File: src/hdl/utf8_stream_decoder_top_macros.svh
// assertion macros used by the utf8 stream decoder top level
`ifndef UTF8_STREAM_DECODER_TOP_MACROS_SVH
`define UTF8_STREAM_DECODER_TOP_MACROS_SVH

`ifndef ASSERT_OFF

// property holds in the same cycle
`define UTF8SD_ASSERT(label, clk, rst_n, ante, cons, msg) \
	label: assert property (@(posedge clk) disable iff (!rst_n) (ante) |-> (cons)) \
		else $error(msg);

// property holds in the following cycle
`define UTF8SD_ASSERT_NEXT(label, clk, rst_n, ante, cons, msg) \
	label: assert property (@(posedge clk) disable iff (!rst_n) (ante) |=> (cons)) \
		else $error(msg);

`else

`define UTF8SD_ASSERT(label, clk, rst_n, ante, cons, msg)
`define UTF8SD_ASSERT_NEXT(label, clk, rst_n, ante, cons, msg)

`endif

`endif

File: src/hdl/utf8sd_pkg.sv
// types and constants of the utf8 stream decoder
package utf8sd_pkg;

	typedef logic [7:0]  byte_t;
	typedef logic [20:0] cp_t;
	typedef logic [2:0]  status_t;

	localparam status_t ST_OK        = 3'd0;
	localparam status_t ST_BAD_LEAD  = 3'd1;
	localparam status_t ST_BAD_CONT  = 3'd2;
	localparam status_t ST_OVERLONG  = 3'd3;
	localparam status_t ST_SURROGATE = 3'd4;
	localparam status_t ST_RANGE     = 3'd5;
	localparam status_t ST_TRUNC     = 3'd6;

	localparam logic [2:0] SEQ_NONE = 3'd0;
	localparam logic [2:0] SEQ_2B   = 3'd2;
	localparam logic [2:0] SEQ_3B   = 3'd3;
	localparam logic [2:0] SEQ_4B   = 3'd4;

	localparam cp_t MIN_2B  = 21'h000080;
	localparam cp_t MIN_3B  = 21'h000800;
	localparam cp_t MIN_4B  = 21'h010000;
	localparam cp_t SURR_LO = 21'h00D800;
	localparam cp_t SURR_HI = 21'h00DFFF;
	localparam cp_t CP_MAX  = 21'h10FFFF;

	typedef struct packed {
		logic [1:0] pending;
		cp_t        value;
		logic [2:0] seq_len;
		logic       discarding;
	} dec_state_t;

	typedef struct packed {
		logic    valid;
		cp_t     code_point;
		status_t status;
		logic    ends_string;
	} dec_result_t;

endpackage

File: src/hdl/utf8sd_in_if.sv
// byte input channel of the utf8 stream decoder
interface utf8sd_in_if
	import utf8sd_pkg::*;
();
	logic  valid;
	logic  ready;
	byte_t in_byte;
	logic  string_end;

	modport source (output valid, output in_byte, output string_end, input ready);
	modport sink (input valid, input in_byte, input string_end, output ready);
endinterface

File: src/hdl/utf8sd_out_if.sv
// code point output channel of the utf8 stream decoder
interface utf8sd_out_if
	import utf8sd_pkg::*;
();
	logic    valid;
	logic    ready;
	cp_t     code_point;
	status_t status;
	logic    ends_string;

	modport source (output valid, output code_point, output status, output ends_string,
		input ready);
	modport sink (input valid, input code_point, input status, input ends_string,
		output ready);
endinterface

File: src/hdl/utf8sd_decode.sv
// per-byte decode step: next decoder state and the optional result
module utf8sd_decode
	import utf8sd_pkg::*;
(
	input  dec_state_t  cur,
	input  byte_t       in_byte,
	input  logic        string_end,
	output dec_state_t  nxt,
	output dec_result_t res
);

	logic    do_emit;
	status_t st;
	cp_t     cp;
	cp_t     acc;
	cp_t     minimum;
	logic    [1:0] pend_dec;

	assign acc      = {cur.value[14:0], in_byte[5:0]};
	assign pend_dec = cur.pending - 2'd1;

	always_comb begin
		unique case (cur.seq_len)
			SEQ_2B:  minimum = MIN_2B;
			SEQ_3B:  minimum = MIN_3B;
			default: minimum = MIN_4B;
		endcase
	end

	always_comb begin
		nxt     = cur;
		do_emit = 1'b0;
		st      = ST_OK;
		cp      = '0;
		if (cur.discarding) begin
			// drop silently until the string ends
			if (string_end) begin
				nxt = '0;
			end
		end else if (cur.pending == 2'd0) begin
			priority if (in_byte[7] == 1'b0) begin
				do_emit = 1'b1;
				cp      = {13'd0, in_byte};
			end else if (in_byte[7:5] == 3'b110) begin
				nxt.seq_len = SEQ_2B;
				nxt.pending = 2'd1;
				nxt.value   = {16'd0, in_byte[4:0]};
			end else if (in_byte[7:4] == 4'b1110) begin
				nxt.seq_len = SEQ_3B;
				nxt.pending = 2'd2;
				nxt.value   = {17'd0, in_byte[3:0]};
			end else if (in_byte[7:3] == 5'b11110) begin
				nxt.seq_len = SEQ_4B;
				nxt.pending = 2'd3;
				nxt.value   = {18'd0, in_byte[2:0]};
			end else begin
				do_emit = 1'b1;
				st      = ST_BAD_LEAD;
			end
			if (!do_emit && string_end) begin
				do_emit = 1'b1;
				st      = ST_TRUNC;
			end
		end else if (in_byte[7:6] != 2'b10) begin
			do_emit = 1'b1;
			st      = ST_BAD_CONT;
		end else begin
			nxt.value   = acc;
			nxt.pending = pend_dec;
			if (pend_dec != 2'd0) begin
				if (string_end) begin
					do_emit = 1'b1;
					st      = ST_TRUNC;
				end
			end else begin
				do_emit = 1'b1;
				priority if (acc < minimum) begin
					st = ST_OVERLONG;
				end else if (acc >= SURR_LO && acc <= SURR_HI) begin
					st = ST_SURROGATE;
				end else if (acc > CP_MAX) begin
					st = ST_RANGE;
				end else begin
					cp = acc;
				end
			end
		end
		if (do_emit) begin
			nxt.pending    = 2'd0;
			nxt.value      = '0;
			nxt.seq_len    = SEQ_NONE;
			nxt.discarding = (st != ST_OK) && !string_end;
		end
	end

	assign res.valid       = do_emit;
	assign res.code_point  = cp;
	assign res.status      = st;
	assign res.ends_string = string_end;

endmodule

File: src/hdl/utf8_stream_decoder_top.sv
// UTF-8 byte stream decoder, top level
// Takes one UTF-8 byte per transfer, flagged when it is the last byte of a string, and
// gives one result per completed code point or detected error (status nonzero, code
// point zero); after an error the rest of that string is dropped with no result. The
// decode step is one pass of logic from the state registers into the result register,
// and a byte is taken in every cycle in which the result register is empty or its
// result is being taken in the same cycle. A result is registered and appears on the
// output in the cycle after the byte that caused it is taken.
`include "utf8_stream_decoder_top_macros.svh"

module utf8_stream_decoder_top
	import utf8sd_pkg::*;
(
	input logic          clk,
	input logic          arst_n,
	utf8sd_in_if.sink    byte_ch,
	utf8sd_out_if.source cp_ch
);

	dec_state_t  state_q;
	dec_state_t  state_nxt;
	dec_result_t res;
	logic        accept;

	logic    out_valid_q;
	cp_t     out_cp_q;
	status_t out_status_q;
	logic    out_end_q;

	utf8sd_decode u_decode (
		.cur        (state_q),
		.in_byte    (byte_ch.in_byte),
		.string_end (byte_ch.string_end),
		.nxt        (state_nxt),
		.res        (res)
	);

	// result register frees up in the same cycle its transfer completes
	assign byte_ch.ready = !out_valid_q || cp_ch.ready;
	assign accept        = byte_ch.valid && byte_ch.ready;

	always_ff @(posedge clk or negedge arst_n) begin
		if (!arst_n) begin
			state_q <= '0;
		end else if (accept) begin
			state_q <= state_nxt;
		end
	end

	always_ff @(posedge clk or negedge arst_n) begin
		if (!arst_n) begin
			out_valid_q <= 1'b0;
		end else if (accept && res.valid) begin
			out_valid_q <= 1'b1;
		end else if (cp_ch.ready) begin
			out_valid_q <= 1'b0;
		end
	end

	always_ff @(posedge clk) begin
		if (accept && res.valid) begin
			out_cp_q     <= res.code_point;
			out_status_q <= res.status;
			out_end_q    <= res.ends_string;
		end
	end

	assign cp_ch.valid       = out_valid_q;
	assign cp_ch.code_point  = out_cp_q;
	assign cp_ch.status      = out_status_q;
	assign cp_ch.ends_string = out_end_q;

	`UTF8SD_ASSERT(a_err_zero_cp, clk, arst_n, out_valid_q && out_status_q != ST_OK, out_cp_q == '0, "error result with nonzero code point")
	`UTF8SD_ASSERT(a_ok_scalar, clk, arst_n, out_valid_q && out_status_q == ST_OK, out_cp_q <= CP_MAX && !(out_cp_q >= SURR_LO && out_cp_q <= SURR_HI), "ok result is not a scalar value")
	`UTF8SD_ASSERT(a_pending_seq, clk, arst_n, state_q.pending != 2'd0, state_q.seq_len != SEQ_NONE && !state_q.discarding, "pending bytes without an open sequence")
	`UTF8SD_ASSERT_NEXT(a_end_idle, clk, arst_n, accept && byte_ch.string_end, state_q == '0, "decoder not idle after last byte of string")

endmodule
File: src/flat_wrapper.sv
// flat-port wrapper written by rule: the top's interface ports become plain ports
module utf8_stream_decoder_top_flat import utf8sd_pkg::*;
  (clk, arst_n, byte_ch_valid, byte_ch_in_byte, byte_ch_string_end, byte_ch_ready, cp_ch_valid, cp_ch_code_point, cp_ch_status, cp_ch_ends_string, cp_ch_ready);
  utf8sd_in_if byte_ch_i ();
  utf8sd_out_if cp_ch_i ();
  input logic clk;
  input logic arst_n;
  input wire logic [$bits(byte_ch_i.valid)-1:0] byte_ch_valid;
  input wire logic [$bits(byte_ch_i.in_byte)-1:0] byte_ch_in_byte;
  input wire logic [$bits(byte_ch_i.string_end)-1:0] byte_ch_string_end;
  output wire logic [$bits(byte_ch_i.ready)-1:0] byte_ch_ready;
  output wire logic [$bits(cp_ch_i.valid)-1:0] cp_ch_valid;
  output wire logic [$bits(cp_ch_i.code_point)-1:0] cp_ch_code_point;
  output wire logic [$bits(cp_ch_i.status)-1:0] cp_ch_status;
  output wire logic [$bits(cp_ch_i.ends_string)-1:0] cp_ch_ends_string;
  input wire logic [$bits(cp_ch_i.ready)-1:0] cp_ch_ready;
  assign byte_ch_i.valid = byte_ch_valid;
  assign byte_ch_i.in_byte = byte_ch_in_byte;
  assign byte_ch_i.string_end = byte_ch_string_end;
  assign byte_ch_ready = byte_ch_i.ready;
  assign cp_ch_valid = cp_ch_i.valid;
  assign cp_ch_code_point = cp_ch_i.code_point;
  assign cp_ch_status = cp_ch_i.status;
  assign cp_ch_ends_string = cp_ch_i.ends_string;
  assign cp_ch_i.ready = cp_ch_ready;
  utf8_stream_decoder_top u_core (.clk(clk), .arst_n(arst_n), .byte_ch(byte_ch_i), .cp_ch(cp_ch_i));
endmodule
File: config.mk
export PLATFORM = sky130hd
export DESIGN_NAME = utf8_stream_decoder_top_flat
export DESIGN_NICKNAME = d
export VERILOG_FILES = /design/src/hdl/utf8sd_pkg.sv /design/src/hdl/utf8sd_in_if.sv /design/src/hdl/utf8sd_out_if.sv /design/src/hdl/utf8sd_decode.sv /design/src/hdl/utf8_stream_decoder_top.sv /design/src/flat_wrapper.sv
export VERILOG_INCLUDE_DIRS = /design/src /design/src/hdl
export SDC_FILE = /design/constraint.sdc
export NUM_CORES = 1
export LEC_CHECK = 0
export BUFFER_PORTS_ARGS = -buffer_cell sky130_fd_sc_hd__buf_2
export CORE_ASPECT_RATIO = 1.75
export CORE_MARGIN = 2
export CORE_UTILIZATION = 50
export DETAILED_ROUTE_END_ITERATION = 7
export HOLD_SLACK_MARGIN = 0.05
export PLACE_DENSITY_LB_ADDON = 0.08
export SLEW_MARGIN = 5
export SYNTH_ARGS = -nofsm -noshare
export SYNTH_HDL_FRONTEND = slang
export SYNTH_SLANG_ARGS = --single-unit
File: constraint.sdc
create_clock -name clk -period 3.54 [get_ports clk]
set_input_delay 0.354 -clock clk [delete_from_list [all_inputs] [get_ports clk]]
set_output_delay 0.354 -clock clk [all_outputs]
set_load 0.1 [all_outputs]
Word level (Yosys, flattened, before mapping)
Index checks and enable logic that the tools add are counted.
{"block": "totals", "regBits": 47, "in_bits": 13}
{"block": "classes", "n_addsub": 1, "n_lt_le_gt_ge": 4, "n_eq_ne": 10, "muxes": 46, "n_reduce_logical": 18}
{"operator": "26-bit 2-to-1 mux", "count": 5}
{"operator": "21-bit 2-to-1 mux", "count": 6}
{"operator": "27-bit 2-to-1 mux", "count": 2}
{"operator": "23-bit 2-to-1 mux", "count": 2}
{"operator": "17-bit case mux with 2 select lines", "count": 1}
{"operator": "3-bit 2-to-1 mux", "count": 10}
{"operator": "21-bit by 16-bit greater-or-equal comparator with 1-bit output, second input constant", "count": 1}
{"operator": "21-bit greater-than comparator, second input constant", "count": 1}
{"operator": "21-bit by 16-bit <= comparator with 1-bit output, second input constant", "count": 1}
{"operator": "21-bit by 17-bit less-than comparator with 1-bit output", "count": 1}
{"operator": "1-bit 2-to-1 mux", "count": 19}
{"operator": "5-bit AND reduction", "count": 2}
{"operator": "3-bit nonzero test", "count": 3}
{"operator": "4-bit by 3-bit != test with 1-bit output, second input constant", "count": 2}
{"operator": "7-bit 2-to-1 mux", "count": 1}
{"operator": "3-bit by 2-bit equality test with 1-bit output, second input constant", "count": 2}
{"operator": "6-bit by 2-bit != test with 1-bit output, second input constant", "count": 1}
{"operator": "5-bit equality test, second input constant", "count": 1}
{"operator": "1-bit logical AND", "count": 5}
{"operator": "5-bit nonzero test", "count": 1}
{"operator": "4-bit equality test, second input constant", "count": 1}
{"operator": "2-bit nonzero test", "count": 2}
{"operator": "3-bit equality test, second input constant", "count": 1}
{"operator": "1-bit logical NOT", "count": 3}
{"operator": "5 further kinds", "count": 5}

Logic depth before layout (Yosys ltp)
Gate-level depths: netlist of the first run.
{"block": "logic_depth", "depth_word": 15, "mapped_depth": 10, "ltp_nobuf": 9}

Modules after synthesis
From an unflattened synthesis of the first run, not the netlist that was laid out.
{"block": "hier_totals", "cells_unflattened": 265, "area_unflattened_um2": 3044.2}
{"mod": "utf8_stream_decoder_top", "n_inst": 1, "cells_per_inst": 87, "area_per_inst_um2": 1891.8, "seq_area_each_um2": 1451.4}
{"mod": "utf8sd_decode", "n_inst": 1, "cells_per_inst": 178, "area_per_inst_um2": 1152.4, "seq_area_each_um2": 0.0}

Worst setup path after synthesis of the first run
Ideal clock, no wire load.
{"block": "synth_timing", "path_kind": "reg-to-reg", "start": "register u_core.out_valid_q, in the netlist u_core.cp_ch.valid", "end": "register u_core.out_cp_q[0], in the netlist u_core.cp_ch.code_point[0], enable pin", "t_arrival_ns": 3.786, "slack_ns": -0.684, "path_stages_with_launch": 4, "path_cell_list": "dfrtp_1 > nand2b_1 > nand2_1 > nor3_1"}
{"block": "synth_between", "elab_chain_cells": 4}
{"element": "start: declaration", "line": "utf8_stream_decoder_top.sv:25", "rtl": "logic out_valid_q;"}
{"element": "start signal: assignment", "line": "utf8_stream_decoder_top.sv:52", "rtl": "out_valid_q <= 1'b0;"}
{"element": "start signal: assignment", "line": "utf8_stream_decoder_top.sv:54", "rtl": "out_valid_q <= 1'b1;"}
{"element": "start signal: assignment", "line": "utf8_stream_decoder_top.sv:56", "rtl": "out_valid_q <= 1'b0;"}
{"element": "1-bit logical NOT", "line": "utf8_stream_decoder_top.sv:39", "rtl": "assign byte_ch.ready = !out_valid_q || cp_ch.ready;"}
{"element": "1-bit logical OR", "line": "utf8_stream_decoder_top.sv:39"}
{"element": "net byte_ch_ready", "line": "flat_wrapper.sv:11", "rtl": "output wire logic [$bits(byte_ch_i.ready)-1:0] byte_ch_ready;"}
{"element": "1-bit logical AND", "line": "utf8_stream_decoder_top.sv:40", "rtl": "assign accept = byte_ch.valid && byte_ch.ready;"}
{"element": "1-bit logical AND", "line": "utf8_stream_decoder_top.sv:61", "rtl": "if (accept && res.valid) begin"}
{"element": "end signal: assignment", "line": "utf8_stream_decoder_top.sv:62", "rtl": "out_cp_q <= res.code_point;"}
{"element": "end: declaration", "line": "utf8_stream_decoder_top.sv:26", "rtl": "cp_t out_cp_q;"}
The timed path passes the listed nets, and every way through them passes these cells.
A chain may end at the register's enable or synchronous reset.

Final worst setup path of the first run
{"block": "layout_timing", "start": "register u_core.state_q[2] in the netlist's numbering", "end": "register u_core.out_cp_q[6], in the netlist u_core.cp_ch.code_point[6], data pin"}
{"block": "layout_between", "elab_chain_cells": 7, "elab_cells_between_ends": 8, "cone_classes": "1 x order compare; 2 x eq/ne; 5 x mux"}
{"element": "start: declaration", "line": "utf8_stream_decoder_top.sv:20", "rtl": "dec_state_t state_q;"}
{"element": "start signal: assignment", "line": "utf8_stream_decoder_top.sv:46", "rtl": "state_q <= state_nxt;"}
{"element": "3-bit by 2-bit equality test with 1-bit output", "line": "utf8sd_decode.sv:23", "rtl": "unique case (cur.seq_len)"}
{"element": "17-bit case mux with 2 select lines *", "line": "utf8sd_decode.sv:23"}
{"element": "21-bit by 17-bit less-than comparator with 1-bit output *", "line": "utf8sd_decode.sv:77", "rtl": "priority if (acc < minimum) begin"}
{"element": "21-bit 2-to-1 mux *", "line": "utf8sd_decode.sv:77"}
{"element": "21-bit 2-to-1 mux *", "line": "utf8sd_decode.sv:70", "rtl": "if (pend_dec != 2'd0) begin"}
{"element": "21-bit 2-to-1 mux *", "line": "utf8sd_decode.sv:64", "rtl": "end else if (in_byte[7:6] != 2'b10) begin"}
{"element": "21-bit 2-to-1 mux *", "line": "utf8sd_decode.sv:40", "rtl": "end else if (cur.pending == 2'd0) begin"}
Every way passes the cells marked *; elsewhere a longest branch is shown, timed or not.

==> results of run 1 <==
-- routing by layer --
metal	vias to the layer above	global-route usage, %	share of wire [%]
met4	0	10.83	3.2
met5	-	0	0
met3	16	3.583	5.4
met1	771	24.81	38
li1	761	-	-
met2	70	33.84	53
-- worst max path at each step --
| stage | depth (start not counted) | to | slack [ns] |
|---|---|---|---|
| after detailed placement | 8 | u_core.cp_ch.code_point[6] | 1.15 |
| after CTS | 8 | u_core.cp_ch.code_point[6] | 1.13 |
| after global routing | 8 | u_core.cp_ch.code_point[6] | 0.95 |
| final | 8 | u_core.cp_ch.code_point[6] | 1.15 |
| after global placement | 8 | u_core.cp_ch.code_point[6] | 1.26 |
| after floorplan | 3 | u_core.cp_ch.code_point[0] | 0.07 |
-- logic make-up (layout without fill, tap and decap cells) --
| kind of cell | count (synthesis) | count (layout) | share of synthesized area (%) |
|---|---|---|---|
| AO/OA/AOI/OAI | 56 | 56 | 20.99 |
| AND/OR/NAND/NOR | 58 | 58 | 15.41 |
| flip-flops | 47 | 47 | 58.69 |
| buffers and inverters | 17 | 60 | 3.781 |
| adder cells (fa/ha/maj) | 2 | 2 | 1.128 |
-- per-stage QoR --
stage | cell area (um^2) | hold WS [ns]
after floorplan | 2222 | 0.05841
after global placement | 2456 | 0.3535
after detailed placement | 2456 | 0.3572
after CTS | 2579 | 0.2811
after global routing | 2579 | 0.2792
final | 2579 | 0.2928
-- area by class of cell --
cell class,instances,area [um^2],area share (%)
clock inverter,3,43.79,1.698
inverter,10,37.54,1.456
clock buffer,5,68.82,2.669
sequential,47,1301,50.46
multi-input combinational,116,843.3,32.70
timing repair buffer,42,220.2,8.540
tap,51,63.81,2.475
-- power by group --
group | internal (mW) | switching (mW)
Combinational | 0.0792 | 0.383
Clock | 0.210 | 0.176
Sequential | 0.634 | 0.0327
Total | 0.923 | 0.592
-- layout by cell type, fill, tap and decap left out, types with 2 or more instances in the layout --
cell	n
nand3_1	4
buf_2	39
nor3_1	4
o21a_1	7
a31oi_1	2
clkbuf_8	5
inv_1	10
a21o_1	2
ha_1	2
o31a_1	2
a32o_1	2
nand2_1	13
nor4_1	2
and2_1	13
edfxtp_1	25
a22o_1	14
o21ai_0	8
a21oi_1	6
nor2_1	7
buf_4	2
dfrtp_1	22
nand2b_1	4
-- registers in the layout, indices dropped and copies added (netlist names) --
register	cells
u_core.cp_ch.status	3
u_core.cp_ch.valid	1
u_core.cp_ch.ends_string	1
u_core.cp_ch.code_point	21
u_core.state_q	21
==> impl_metrics.env, run 1 <==
export IMPL_mappedNetlistNets=195
export IMPL_synth_avg_cell_area_um2=12.32
export IMPL_core_um2=4324
export IMPL_reg2reg_to="u_core.cp_ch.code_point[6]"
export IMPL_fin_ws_ns=1.151
export IMPL_rr_startpoint="u_core.state_q[2]"
export IMPL_fin_cells=274
export IMPL_critPathMaxStageDelay_ns=0.54
export IMPL_holdPathEnd="u_core.state_q[5]"
export IMPL_io_pins=40
export IMPL_cts_buffers_inserted=5
export IMPL_synth_edf_count=25
export IMPL_die_x_um=54.34
export IMPL_synth_warnings=0
export IMPL_cts_sinks=47
export IMPL_finalCritPeriodShare_pct=67.48
export IMPL_power_density_nw_per_um2=587.3
export IMPL_synth_largest_area_cell="edfxtp_1"
export IMPL_num_fill_cells=370
export IMPL_antenna_cells=0
export IMPL_rsz0062_at_grt="false"
export IMPL_dieArea_um2=5004
export IMPL_drive_gt1_share_pct=26.01
export IMPL_drv_slew=0
export IMPL_critPathKind="flop to flop"
export IMPL_reg2reg_depth=8
export IMPL_antenna_found_initial=0
export IMPL_drt_initial_drc_count=42
export IMPL_drcViolationCount=0
export IMPL_post_cts_buffers=0
export IMPL_syn_instance_count=180
export IMPL_synth_area_top_cells="edfxtp_1, dfrtp_1, a22o_1"
export IMPL_crit_top_cell="inv_1"
export IMPL_grt_start_max_net_pins=26
export IMPL_num_rows=32
export IMPL_p_leak_nw=1.117
export IMPL_cts_tree="built"
export IMPL_crit_path_cell_trace="nand2b_1, inv_1, ha_1, inv_1, a311oi_1, o31ai_4, nor2_2, a22o_1"
export IMPL_setup_viol=0
export IMPL_place_inst=265
export IMPL_min_from="byte_ch_in_byte[1]"
export IMPL_design_power_total_mw=1.515
export IMPL_via_per_inst=5.905
export IMPL_syn_area_um2=2217
export IMPL_synth_flop_cell="edfxtp_1"
export IMPL_critPathLaunchType="flop"
export IMPL_cts_resized=0
export IMPL_grt_pass1_vias=1696
export IMPL_drv_cap=0
export IMPL_clk_path_buf_depth=2
export IMPL_cp_startpoint="u_core.state_q[2]"
export IMPL_ys_ff_latch=47
export IMPL_fin_util_pct=59.64
export IMPL_firstDrtPassIters=4
export IMPL_crit_buf_inv=2
export IMPL_grt_pass1_wl_um=7762
export IMPL_fmax_mhz=418.6
export IMPL_synth_top_cell_area_share_pct=33.86
export IMPL_synth_async_reset_ratio_pct=46.81
export IMPL_min_period_ns=2.389
export IMPL_cp_top_family="compound AO/OA/AOI/OAI gates"
export IMPL_tightest_slew_ns=1.153
export IMPL_ant_nets=0
export IMPL_track_usage_pct=20.70
export IMPL_cp_end_kind="flop"
export IMPL_worst_ir_drop_vdd_mv=0.4091
export IMPL_clk_latency_ns=0.30
export IMPL_hold_violations=0
export IMPL_cts_hold_buffers=1
export IMPL_grt_overflow_total=0
export IMPL_crit_fanout=20
export IMPL_fin_skew_ns=0.008489
export IMPL_yosysMostFrequentCell="edfxtp_1"
export IMPL_pre_cts_ws_ns=1.150
export IMPL_initial_core_util_pct=51.27
export IMPL_critPathSlowestCell="nor2_2"
export IMPL_ys_seq_area_share_pct=58.69
export IMPL_route_final_wire_length_um=4544
export IMPL_setup_tns_ns=0
export IMPL_wl_per_cell_um=16.58
export IMPL_dp_hpwl_um=3349
export IMPL_via_count=1618
export IMPL_cts_htree_levels=2
export IMPL_r2r_setup_slack_ns=1.15
export IMPL_io_buffers=39
export IMPL_place_congestion=0.8388
export IMPL_synth_top_cells_by_count="edfxtp_1, dfrtp_1, a22o_1"
export IMPL_path_clk_slew_ns=0.09
export IMPL_hold_path_depth=2
export IMPL_slew_limit_headroom_pct=22.40
export IMPL_cts_root_buf="clkbuf_8"
export IMPL_min_path_type="input pin to flop"
export IMPL_dieHeight_um=92.09
export IMPL_area_growth_pct=16.31
export IMPL_final_nets=237
export IMPL_synth_distinct_cells=46
export IMPL_worstPathRequired_ns=3.71
export IMPL_cp_arrival_ns=2.56
export IMPL_status="completed"
No activity file was read; power rests on OpenSTA's default activity.
==> inputs of run 2 (changes only) <==
==> constraint.sdc (replaced) <==
create_clock -name clk -period 2.3 [get_ports clk]
set_input_delay 0.23 -clock clk [delete_from_list [all_inputs] [get_ports clk]]
set_output_delay 0.23 -clock clk [all_outputs]
set_load 0.1 [all_outputs]
==> run 2 against run 1 <==
Against the previous run: hold slack got worse by 0.12 ns; register-to-register slack got worse by 0.98 ns; via count increased by 2.5%; wire length up 3.3%; count of clock-buffer cells in the layout is 1 higher; total power is 49% higher; combinational power grew 66%; sequential power up 52%; maximum frequency is 12% higher; critical path type unchanged; largest cell class unchanged; largest power group unchanged; highest routed layer unchanged.
==> impl_metrics.env, run 2 (synthesis results as in run 1) <==
export IMPL_io_pins=40
export IMPL_dieArea_um2=5004
export IMPL_ant_nets=0
export IMPL_min_path_type="input pin to flop"
export IMPL_drt_initial_drc_count=45
export IMPL_grt_start_max_net_pins=26
export IMPL_dp_hpwl_um=3530
export IMPL_rsz0062_at_grt="false"
export IMPL_antenna_found_initial=0
export IMPL_firstDrtPassIters=4
export IMPL_grt_overflow_total=0
export IMPL_drive_gt1_share_pct=28.70
export IMPL_fin_cells=281
export IMPL_route_final_wire_length_um=4693
export IMPL_final_common_cell="buf_2"
export IMPL_cts_buffers_inserted=5
export IMPL_num_fill_cells=371
export IMPL_critPathKind="flop to flop"
export IMPL_tightest_slew_ns=0.5063
export IMPL_cp_startpoint="u_core.state_q[3]"
export IMPL_min_period_ns=2.128
export IMPL_cts_sinks=47
export IMPL_fin_util_pct=60.88
export IMPL_clk_latency_ns=0.30
export IMPL_clk_path_buf_depth=2
export IMPL_io_buffers=39
export IMPL_cts_htree_levels=2
export IMPL_rr_startpoint="u_core.state_q[3]"
export IMPL_cts_root_buf="clkbuf_8"
export IMPL_via_per_inst=5.904
export IMPL_finalCritPeriodShare_pct=92.52
export IMPL_num_rows=32
export IMPL_dieHeight_um=92.09
export IMPL_cts_tree="built"
export IMPL_antenna_cells=0
export IMPL_layout_common_cells="buf_2, edfxtp_1, dfrtp_1"
export IMPL_fin_skew_ns=0.003892
export IMPL_status="completed"
export IMPL_core_um2=4324
export IMPL_crit_fanout=20
export IMPL_cp_arrival_ns=2.19
export IMPL_via_count=1659
export IMPL_setup_viol=0
export IMPL_p_leak_nw=1.146
export IMPL_post_cts_buffers=0
export IMPL_slew_limit_headroom_pct=66.24
export IMPL_drv_slew=0
export IMPL_drv_cap=0
export IMPL_power_density_nw_per_um2=856.2
export IMPL_path_clk_slew_ns=0.08
export IMPL_final_nets=244
export IMPL_place_inst=272
export IMPL_critPathLaunchType="flop"
export IMPL_cp_end_kind="flop"
export IMPL_initial_core_util_pct=51.27
export IMPL_min_from="byte_ch_in_byte[2]"
export IMPL_grt_pass1_wl_um=7852
export IMPL_place_congestion=0.8597
export IMPL_grt_pass1_vias=1667
export IMPL_fmax_mhz=469.9
export IMPL_hold_violations=0
export IMPL_track_usage_pct=21.38
export IMPL_area_growth_pct=18.74
export IMPL_drcViolationCount=0
export IMPL_worstPathRequired_ns=2.36
export IMPL_wl_per_cell_um=16.70
export IMPL_die_x_um=54.34
export IMPL_worst_ir_drop_vdd_mv=0.5555
-- run 2: final timing paths --
kind | to | slack (ns) | depth (start not counted)
max | u_core.cp_ch.code_point[6] | 0.17 | 8
min | u_core.state_q[6] | 0.18 | 2
max reg2reg | u_core.cp_ch.code_point[6] | 0.17 | 8
min reg2reg | u_core.state_q[2] | 0.51 | 2
max in group asynchronous | u_core.cp_ch.valid | 1.50 | 2
min in group asynchronous | u_core.state_q[16] | 0.42 | 2
-- run 2: timing repair --
item	in CTS	in global routing
gates resized for setup	1	0
hold buffers	1	0
setup endpoints to repair	20	0
endpoints found under the hold margin	22	0
-- run 2: report_power, final --
part	leakage (nW)	internal (mW)	switching [mW]
sequential	0.546	0.978	0.0289
clock	0.0412	0.212	0.267
combinational	0.559	0.148	0.620
total	1.15	1.34	0.916
-- run 2: final cells by class --
cell class              count  area, um^2  area share, %
repair buffers             49       285.3          10.84
inverters                  10       37.54          1.426
clock inverters             2       12.51         0.4753
clock buffers               6       72.57          2.757
multi-input cells         116       855.8          32.51
flip-flops and latches     47        1305          49.57
well taps                  51       63.81          2.424
-- run 2: metal layers --
metal  global-route usage (%)  wire length [um]
met1                    23.92              1674
met4                    10.83                95
met2                    37.25              2679
met5                        0                 0
met3                    2.769               243
-- run 2: metrics by stage --
stage	area (um^2)	hold slack, ns	power (mW)	setup TNS, ns	setup slack (ns)
floorplan	2240	-0.06559	1.638	0	0.02070
global placement	2532	0.2350	1.782	0	0.04087
detailed placement	2532	0.2399	1.791	-0.01679	-0.008362
CTS	2633	0.1735	2.267	0	0.1773
global route	2633	0.1763	2.339	0	0.05571
finish	2633	0.1754	2.254	0	0.1719
-- run 2: critical path, stage by stage, from the launching register on --
cell and delay (ns):
dfrtp_1 0.40, nand2b_1 0.18, inv_1 0.08, nand2_1 0.06
ha_1 0.31, o31a_1 0.15, o31ai_4 0.32, nor2_4 0.15
a22o_1 0.24
